### config.mk
export PLATFORM = sky130hd
export DESIGN_NAME = button_press_classifier
export DESIGN_NICKNAME = d
export VERILOG_FILES = /design/src/design/bpc_pkg.sv /design/src/design/bpc_lane.sv /design/src/design/button_press_classifier.sv
export SDC_FILE = /design/constraint.sdc
export NUM_CORES = 1
export LEC_CHECK = 0
export BUFFER_PORTS_ARGS = -buffer_cell sky130_fd_sc_hd__buf_2
export CORE_MARGIN = 2
export CORE_UTILIZATION = 43
export DETAILED_ROUTE_END_ITERATION = 12
export GPL_TIMING_DRIVEN = 0
export PLACE_DENSITY = 0.73
export SYNTH_ARGS = -nofsm -noshare
export SYNTH_HDL_FRONTEND = slang
export SYNTH_HIERARCHICAL = 1
export SYNTH_SLANG_ARGS = --single-unit
### constraint.sdc
create_clock -name clk -period 3.5 [get_ports clk]
set_clock_uncertainty 0.2 [all_clocks]
set_input_delay 0.7 -clock clk [delete_from_list [all_inputs] [get_ports clk]]
set_output_delay 0.7 -clock clk [all_outputs]
set_load 0.02 [all_outputs]
### src/design/bpc_pkg.sv
`default_nettype none

package bpc_pkg;

    localparam int BUTTONS = 4;
    localparam int CNT_W = 16;
    localparam int ADDR_W = 4;
    localparam int DATA_W = 32;

    localparam logic [CNT_W-1:0] CNT_MAX = {CNT_W{1'b1}};

    localparam logic [CNT_W-1:0] DOUBLE_HOLD_RESET = 16'd400;
    localparam logic [CNT_W-1:0] LONG_HOLD_RESET = 16'd750;
    localparam logic [CNT_W-1:0] DOUBLE_GAP_RESET = 16'd500;

    // register index, taken from paddr[3:2]
    localparam logic [1:0] REG_DOUBLE_HOLD = 2'd0;
    localparam logic [1:0] REG_LONG_HOLD = 2'd1;
    localparam logic [1:0] REG_DOUBLE_GAP = 2'd2;

    typedef enum logic [1:0] {
        CLS_IDLE = 2'd0,
        CLS_SHORT = 2'd1,
        CLS_LONG = 2'd2,
        CLS_DOUBLE = 2'd3
    } class_t;

    typedef struct packed {
        logic [CNT_W-1:0] double_hold_ticks;
        logic [CNT_W-1:0] long_hold_ticks;
        logic [CNT_W-1:0] double_gap_ticks;
    } cfg_t;

    function automatic logic [CNT_W-1:0] sat_inc(input logic [CNT_W-1:0] v);
        sat_inc = (v == CNT_MAX) ? v : v + 1'b1;
    endfunction

endpackage

`default_nettype wire

### src/design/bpc_lane.sv
`default_nettype none

module bpc_lane (
    input  wire logic         clk,
    input  wire logic         rst_n,
    input  wire logic         advance,
    input  wire logic         pressed,
    input  wire bpc_pkg::cfg_t cfg,
    output bpc_pkg::class_t   press_class
);

    bpc_pkg::class_t class_reg;
    bpc_pkg::class_t class_next;
    logic [bpc_pkg::CNT_W-1:0] hold_reg;
    logic [bpc_pkg::CNT_W-1:0] hold_next;
    logic [bpc_pkg::CNT_W-1:0] gap_reg;
    logic [bpc_pkg::CNT_W-1:0] gap_next;
    logic [bpc_pkg::CNT_W-1:0] hold_inc;
    logic [bpc_pkg::CNT_W-1:0] gap_inc;

    assign hold_inc = bpc_pkg::sat_inc(hold_reg);
    assign gap_inc = bpc_pkg::sat_inc(gap_reg);

    // class transitions
    always_comb
    begin
        class_next = class_reg;
        if (pressed)
        begin
            case (class_reg)
                bpc_pkg::CLS_IDLE:
                begin
                    class_next = (gap_inc > cfg.double_gap_ticks) ?
                                 bpc_pkg::CLS_SHORT : bpc_pkg::CLS_DOUBLE;
                end
                bpc_pkg::CLS_SHORT:
                begin
                    if (hold_inc > cfg.long_hold_ticks)
                        class_next = bpc_pkg::CLS_LONG;
                end
                bpc_pkg::CLS_DOUBLE:
                begin
                    if (hold_inc > cfg.double_hold_ticks)
                        class_next = bpc_pkg::CLS_LONG;
                end
                default:
                begin
                    class_next = class_reg;
                end
            endcase
        end
        else
        begin
            class_next = bpc_pkg::CLS_IDLE;
        end
    end

    // hold and gap counters
    always_comb
    begin
        hold_next = hold_reg;
        gap_next = gap_inc;
        if (pressed)
        begin
            // a fresh press restarts the hold count
            hold_next = (class_reg == bpc_pkg::CLS_IDLE) ? '0 : hold_inc;
        end
        else if (class_reg != bpc_pkg::CLS_IDLE)
        begin
            gap_next = '0;
        end
    end

    always_ff @(posedge clk or negedge rst_n)
    begin
        if (!rst_n)
        begin
            class_reg <= bpc_pkg::CLS_IDLE;
            hold_reg <= '0;
            gap_reg <= bpc_pkg::CNT_MAX;
        end
        else if (advance)
        begin
            class_reg <= class_next;
            hold_reg <= hold_next;
            gap_reg <= gap_next;
        end
    end

    assign press_class = class_reg;

endmodule

`default_nettype wire

### src/design/button_press_classifier.sv
// button press classifier, four buttons
// input channel: in_valid / in_stall carry pressed_mask, one sample tick per
// request, bit k high while button k is pressed
// output channel: out_valid / out_stall carry button_classes, two bits per
// button (0 idle, 1 short, 2 long, 3 double), one result per request
// the class of each button is updated in the cycle the request is taken and
// the result appears on the next cycle, held in the lane class registers;
// one request per cycle is sustained while the receiver does not stall
// when the receiver stalls, the result is held and in_stall rises while it
// waits; a new request is taken in the same cycle the held result leaves
// thresholds are set through the apb port: 0x0 double hold ticks,
// 0x4 long hold ticks, 0x8 double gap ticks (16 bits each, read back)
// write thresholds only while the block is idle
// reset: all buttons idle, hold counts zero, gap counts saturated so the
// first press is short, thresholds 400 / 750 / 500, no result pending
`default_nettype none

module button_press_classifier (
    input  wire logic                          clk,
    input  wire logic                          rst_n,
    input  wire logic                          psel,
    input  wire logic                          penable,
    input  wire logic                          pwrite,
    input  wire logic [bpc_pkg::ADDR_W-1:0]    paddr,
    input  wire logic [bpc_pkg::DATA_W-1:0]    pwdata,
    output logic      [bpc_pkg::DATA_W-1:0]    prdata,
    output logic                               pready,
    input  wire logic                          in_valid,
    output logic                               in_stall,
    input  wire logic [bpc_pkg::BUTTONS-1:0]   pressed_mask,
    output logic                               out_valid,
    input  wire logic                          out_stall,
    output logic      [2*bpc_pkg::BUTTONS-1:0] button_classes
);

    bpc_pkg::cfg_t cfg_reg;
    logic out_valid_reg;
    logic advance;
    logic cfg_write;
    logic [1:0] reg_index;

    assign pready = 1'b1;
    assign reg_index = paddr[3:2];
    assign cfg_write = psel && penable && pwrite;

    always_ff @(posedge clk or negedge rst_n)
    begin
        if (!rst_n)
        begin
            cfg_reg.double_hold_ticks <= bpc_pkg::DOUBLE_HOLD_RESET;
            cfg_reg.long_hold_ticks <= bpc_pkg::LONG_HOLD_RESET;
            cfg_reg.double_gap_ticks <= bpc_pkg::DOUBLE_GAP_RESET;
        end
        else if (cfg_write)
        begin
            case (reg_index)
                bpc_pkg::REG_DOUBLE_HOLD:
                    cfg_reg.double_hold_ticks <= pwdata[bpc_pkg::CNT_W-1:0];
                bpc_pkg::REG_LONG_HOLD:
                    cfg_reg.long_hold_ticks <= pwdata[bpc_pkg::CNT_W-1:0];
                bpc_pkg::REG_DOUBLE_GAP:
                    cfg_reg.double_gap_ticks <= pwdata[bpc_pkg::CNT_W-1:0];
                default:
                begin
                end
            endcase
        end
    end

    always_comb
    begin
        case (reg_index)
            bpc_pkg::REG_DOUBLE_HOLD:
                prdata = {{(bpc_pkg::DATA_W-bpc_pkg::CNT_W){1'b0}},
                          cfg_reg.double_hold_ticks};
            bpc_pkg::REG_LONG_HOLD:
                prdata = {{(bpc_pkg::DATA_W-bpc_pkg::CNT_W){1'b0}},
                          cfg_reg.long_hold_ticks};
            bpc_pkg::REG_DOUBLE_GAP:
                prdata = {{(bpc_pkg::DATA_W-bpc_pkg::CNT_W){1'b0}},
                          cfg_reg.double_gap_ticks};
            default:
                prdata = '0;
        endcase
    end

    // the lane class registers double as the result register
    assign in_stall = out_valid_reg && out_stall;
    assign advance = in_valid && !in_stall;

    always_ff @(posedge clk or negedge rst_n)
    begin
        if (!rst_n)
            out_valid_reg <= 1'b0;
        else if (advance)
            out_valid_reg <= 1'b1;
        else if (!out_stall)
            out_valid_reg <= 1'b0;
    end

    assign out_valid = out_valid_reg;

    for (genvar b = 0; b < bpc_pkg::BUTTONS; b++)
    begin : g_lane
        bpc_pkg::class_t lane_class;

        bpc_lane u_lane (
            .clk         (clk),
            .rst_n       (rst_n),
            .advance     (advance),
            .pressed     (pressed_mask[b]),
            .cfg         (cfg_reg),
            .press_class (lane_class)
        );

        assign button_classes[2*b +: 2] = lane_class;
    end

endmodule

`default_nettype wire

* After elaboration in Yosys (flattened, before gate mapping) *
Index checks and enable logic that the tools add are counted.

storage, ports and cells
  bits of input ports = 47
  word-level logic and storage cells = 135
  output and inout port bits = 43
  flip-flop bits (word level) = 185

operators by class
  multiplexer cells = 43
  $add $sub $neg = 8
  order comparisons = 12
  equal/unequal tests = 31
  reductions and logical operators = 25

operators by type and width
  cell                                                              number
  16-bit 2-to-1 mux                                                 20
  16-bit > comparator                                               12
  16-bit by 1-bit adder with 16-bit output (second input constant)  8
  16-bit == test (second input constant)                            8
  16-bit one-hot mux with 3 select lines                            1
  2-bit 2-to-1 mux                                                  16
  3-bit by 2-bit != test with 1-bit output (second input constant)  8
  2-bit one-hot mux with 3 select lines                             4
  4-bit by 1-bit != test with 1-bit output (second input constant)  4
  4-bit AND reduction                                               4
  2-bit AND reduction                                               7
  2-bit by 1-bit == test with 1-bit output (second input constant)  5
  2-bit == test (second input constant)                             5
  2-bit logical NOT                                                 5
  2-bit nonzero test                                                4
  1-bit logical AND                                                 4
  1-bit 2-to-1 mux                                                  2
  2-bit by 1-bit != test with 1-bit output (second input constant)  1
  1-bit logical NOT                                                 1

* Logic depth before layout (Yosys ltp) *
  depth after elaboration = 6
  depth in mapped cells = 16
  mapped depth without buffers = 15

* Modules after synthesis *
Netlist, hierarchy kept.

modules (own cells, without submodules)
  module                       cells each  times used  sequential area each (sq um)  area each (sq um)
  bpc_lane (g_lane[2].u_lane)  437         1           870.8                         3483.3
  bpc_lane (g_lane[1].u_lane)  421         1           870.8                         3437.0
  bpc_lane (g_lane[3].u_lane)  420         1           870.8                         3434.5
  bpc_lane (g_lane[0].u_lane)  418         1           870.8                         3389.5
  button_press_classifier      182         1           1246.2                        2396.0

* Least setup slack after synthesis *
OpenSTA, ideal clock, no wires.

  path kind = register -> register
  start point = register g_lane[2].u_lane/hold_reg[3] (netlist name)
  end point = register g_lane[2].u_lane.class_reg[1]
  slack = -168 ps
  stages on the path, launching flop included = 14
  setup time = 125 ps
  path buffers = 2
  required time = 3175 ps
  arrival time = 3343 ps
  clock period less this slack = 3668 ps
  path through = dfrtp_1 > buf_2 > nand4_4 > or4_1 > buf_6 > o41ai_4 > or2_2 > xnor2_1 > ha_1 > nand4_1 > nor3_1 > o21ai_0 > a31oi_1 > mux2_2

on the way
  word-level cells in the longest chain between the ends = 5
  elaborated cells on any way between the ends = 8
  classes of those cells = 1 x add/sub; 2 x order compare; 3 x eq/ne; 1 x mux; 1 x reduce/logical

ends and longest elaborated chain
  what                                                                        line                            source
  start, declared                                                             bpc_lane.sv:14                  logic [bpc_pkg::CNT_W-1:0] hold_reg;
  start signal, assigned                                                      bpc_lane.sv:85                  hold_reg <= hold_next;
  16-bit by 1-bit adder with 16-bit output or 16-bit == test (tied branches)  bpc_pkg.sv:35                   sat_inc = (v == CNT_MAX) ? v : v + 1'b1;
  16-bit 2-to-1 mux (*)                                                       bpc_pkg.sv:35
  16-bit > comparator, on equally long branches                               bpc_lane.sv:43, bpc_lane.sv:38
  3-bit by 2-bit != test with 1-bit output (no line)                          --
  4-bit AND reduction (no line) (*)                                           --
  end signal, assigned                                                        bpc_lane.sv:78                  class_reg <= bpc_pkg::CLS_IDLE;
  end signal, assigned                                                        bpc_lane.sv:84                  class_reg <= class_next;
  end, declared                                                               bpc_lane.sv:12                  bpc_pkg::class_t class_reg;

Mark *: on every way between the ends. The rest lies on a longest branch, timed or not.
A chain may end at the register's enable or synchronous reset.

* Final worst setup path *
  start point = register g_lane[1].u_lane/hold_reg[12] (netlist name)
  end point = register g_lane[1].u_lane.class_reg[0]

on the way
  word-level cells in the longest chain between the ends = 5
  elaborated cells on any way between the ends = 8
  classes of those cells = 1 x add/sub; 2 x order compare; 3 x eq/ne; 1 x mux; 1 x reduce/logical

ends and longest elaborated chain
  what                                                                        line
  start, declared                                                             bpc_lane.sv:14
  start signal, assigned                                                      bpc_lane.sv:85
  16-bit by 1-bit adder with 16-bit output or 16-bit == test (tied branches)  bpc_pkg.sv:35
  16-bit 2-to-1 mux (*)                                                       bpc_pkg.sv:35
  16-bit > comparator, on equally long branches                               bpc_lane.sv:43, bpc_lane.sv:38
  3-bit by 2-bit != test with 1-bit output (no line)                          --
  4-bit AND reduction (no line) (*)                                           --
  end signal, assigned                                                        bpc_lane.sv:78
  end signal, assigned                                                        bpc_lane.sv:84
  end, declared                                                               bpc_lane.sv:12

Marked as above.

==> impl_metrics.json <==
{
  "crit_start": "g_lane[1].u_lane/hold_reg[12]",
  "viasPerCell": 6.04,
  "dp_slack_ns": -0.545,
  "critPathTopFamily": "simple AND/OR/NAND/NOR gates",
  "crit_path_frequent_cell": "nand4_1",
  "grt_max_degree": 108,
  "max-slew-margin-rel": 0.508,
  "dp_hpwl_mm": 34.5,
  "cp_max_fo": 5,
  "period_needed_ns": 3.69,
  "start_util": 0.439,
  "worstSkewPairLatency_ns": 0.46,
  "ys_ff_latch": 185,
  "firstDrtPassIters": 6,
  "cts_root_buffer": "clkbuf_16",
  "drt_iter0_markers": 1412,
  "r2r_slack_ns": -0.19,
  "yosys_warnings": 6,
  "r2r-start": "g_lane[1].u_lane/hold_reg[12]",
  "post_synth_num_cell_types": 89,
  "yosys_most_used_dff": "dfrtp_1",
  "wl_mm": 50.2,
  "crit_required_ns": 3.64,
  "met1Wirelength_mm": 21.5,
  "pin_count": 90,
  "row_count": 70,
  "top_layer": "met4",
  "critical_path_depth": 14,
  "worstMarginPinSlew_ns": 0.735,
  "wl_met2_mm": 23.3,
  "htree_levels": 4,
  "drive_gt1_frac": 0.272,
  "final-setup-viol-count": 4,
  "worst_setup_path_end_kind": "register",
  "path_cells": "nand4_1 > or2_4 > or3_4 > buf_6 > nand4_1 > xnor2_2 > ha_1 > nand4_1 > or4_4 > nor3_4 > nor3_1 > o211ai_1 > buf_4 > mux2_2",
  "rsz0062_at_grt": "true",
  "timing.critical_path.buf_inv": 2,
  "status": "finished, violations left",
  "clock-sinks": 185,
  "arrival_ns": 3.83,
  "leakagePower_nw": 9.07,
  "fin_area_sq_um": 19400,
  "avgSynthCellArea_sq_um": 8.59,
  "grt.total_usage": 0.251,
  "ir_drop_mv": 0.289,
  "grt_pass1_wl_mm": 77.3,
  "io_buffers": 52,
  "multi_input_area_sq_um": 11200,
  "syn_area_sq_um": 16100,
  "cts-hold-fix-buffers": 0,
  "regArea_sq_um": 4760,
  "antenna_found_initial": 2,
  "num_vias": 15300,
  "wl_met3_mm": 3.31,
  "layout_commonest_cell": "inv_1",
  "async_reset_ff_frac": 1.00,
  "cts_buffer_depth": 2,
  "p_per_area_nw_per_um2": 450,
  "grt_pass1_vias": 14500,
  "layout_common_cells": "inv_1 (212), ha_1 (186), nand2_1 (155)",
  "cp-start-kind": "register",
  "critPathKind": "register to register",
  "cp_slowest_cell": "or4_4",
  "dieArea_sq_um": 39100,
  "route.detailed.wl_per_inst_um": 19.8,
  "gr-total-overflow": 0,
  "cts_buffers": 17,
  "final_nets": 2294,
  "die_w_um": 198,
  "fin_crit_sh": 1.05,
  "rr_worst_depth": 14,
  "crit_end": "g_lane[1].u_lane/press_class[0]",
  "core-area_sq_um": 36800,
  "path_clk_slew_ns": 0.08,
  "fill_cells": 3175,
  "slowest_delay_ns": 0.49,
  "antenna_left": 0,
  "area_growth_pct": 20.4,
  "synth-edff-count": 0,
  "place_area_sq_um": 17100,
  "ys_seq_area_frac": 0.293,
  "cts_tree": "done",
  "gp_congestion": 0.941,
  "drv_slew": 0,
  "synth_cells": 1878,
  "hold_path.class": "primary input to asynchronous set/reset pin",
  "cap_violations": 0,
  "drc": 0,
  "layout_setup_ws_ns": -0.188,
  "max_freq_ghz": 0.271,
  "violations": "setup timing",
  "r2r_end": "g_lane[1].u_lane/press_class[0]",
  "hold_viol": 0,
  "fp.dieH_um": 198
}
timing repair:
item | 4_1_cts | 5_1_grt
buffers inserted | 49 | 43
resized for setup | 112 | 110
pin swaps | 42 | 78
setup endpoints to repair | 8 | 8
cloned | 1 | 0
power by group:
group          total, mW  internal [mW]  switching [mW]
logic               3.45           1.51            1.94
registers           3.24           2.51           0.734
clock network       2.04           1.09           0.955
layout make-up:
| class | count | share of cell area |
|---|---|---|
| multi-input combinational | 1415 | 0.577 |
| buffer | 68 | 0.0227 |
| sequential | 185 | 0.245 |
| antenna | 3 | 0.000386 |
| clock inverter | 14 | 0.00830 |
| clock buffer | 18 | 0.0226 |
| timing repair buffer | 147 | 0.0529 |
| tap | 468 | 0.0301 |
| inverter | 215 | 0.0415 |
Yosys cell counts, drive strengths merged, types with 5 or more instances:
library cell | n | area [sq um]
inv | 214 | 803
ha | 198 | 2480
nand2 | 168 | 633
a21oi | 130 | 662
o21ai | 128 | 641
dfrtp | 105 | 2630
nor2 | 95 | 372
dfstp | 80 | 2100
nand3 | 77 | 400
mux2 | 66 | 785
nand4 | 63 | 422
xnor2 | 58 | 508
clkbuf | 40 | 154
buf | 38 | 282
a31oi | 34 | 219
o31ai | 33 | 248
xor2 | 32 | 280
a22o | 31 | 272
and3 | 27 | 174
a21o | 23 | 173
nor4 | 21 | 174
mux2i | 19 | 190
nor2b | 19 | 121
nor3 | 18 | 110
nand2b | 16 | 108
o211ai | 15 | 113
o21a | 15 | 113
and4 | 11 | 98.8
and2 | 9 | 56.3
a211oi | 8 | 65.1
or4 | 8 | 60.1
o2bb2ai | 7 | 61.3
or2 | 7 | 43.8
or3 | 7 | 45.1
a32o | 5 | 50.1
a41oi | 5 | 51.3
cell families (layout without fill, tap and decap cells):
group	count (synthesis)	in the layout	share of synthesized area
AO/OA/AOI/OAI	468	468	0.185
XOR/XNOR	91	91	0.0502
multiplexers	85	85	0.0604
flip-flops	185	185	0.293
buffers and inverters	293	462	0.0770
other	2	20	0.000465
AND/OR/NAND/NOR	556	556	0.181
adder cells (fa/ha/maj)	198	198	0.153
routing by layer:
metal | track usage | up-vias
li1 | - | 7045
met1 | 0.338 | 7523
met2 | 0.402 | 624
met3 | 0.0366 | 107
met4 | 0.111 | 0
met5 | 0 | -
through the flow:
step	util	power [mW]	std cells	setup TNS [ns]	hold WS, ns
finish	0.528	8.74	2533	-0.421	0.0297
global route	0.528	9.23	2531	-1.25	0.0851
CTS	0.505	8.49	2491	-0.0447	0.0473
detailed placement	0.466	6.21	2415	-3.56	0.302
global placement	0.464	6.01	2413	-321.25	0.276
floorplan	-	5.08	1893	0	0.204
worst min path at each step:
stage                     depth (start not counted)                       endpoint  slack (ns)                          start
after floorplan                                   0                     cfg_reg[0]        0.20                          rst_n
after global placement                            1  g_lane[2].u_lane/hold_reg[10]        0.28  g_lane[2].u_lane/hold_reg[10]
after detailed placement                          1    g_lane[0].u_lane/gap_reg[1]        0.30    g_lane[0].u_lane/gap_reg[1]
after CTS                                         1                    cfg_reg[31]        0.05                          rst_n
after global routing                              1                    cfg_reg[47]        0.09                          rst_n
final                                             1                    cfg_reg[31]        0.03                          rst_n
Note: power is estimated with default switching activity, not from simulation.
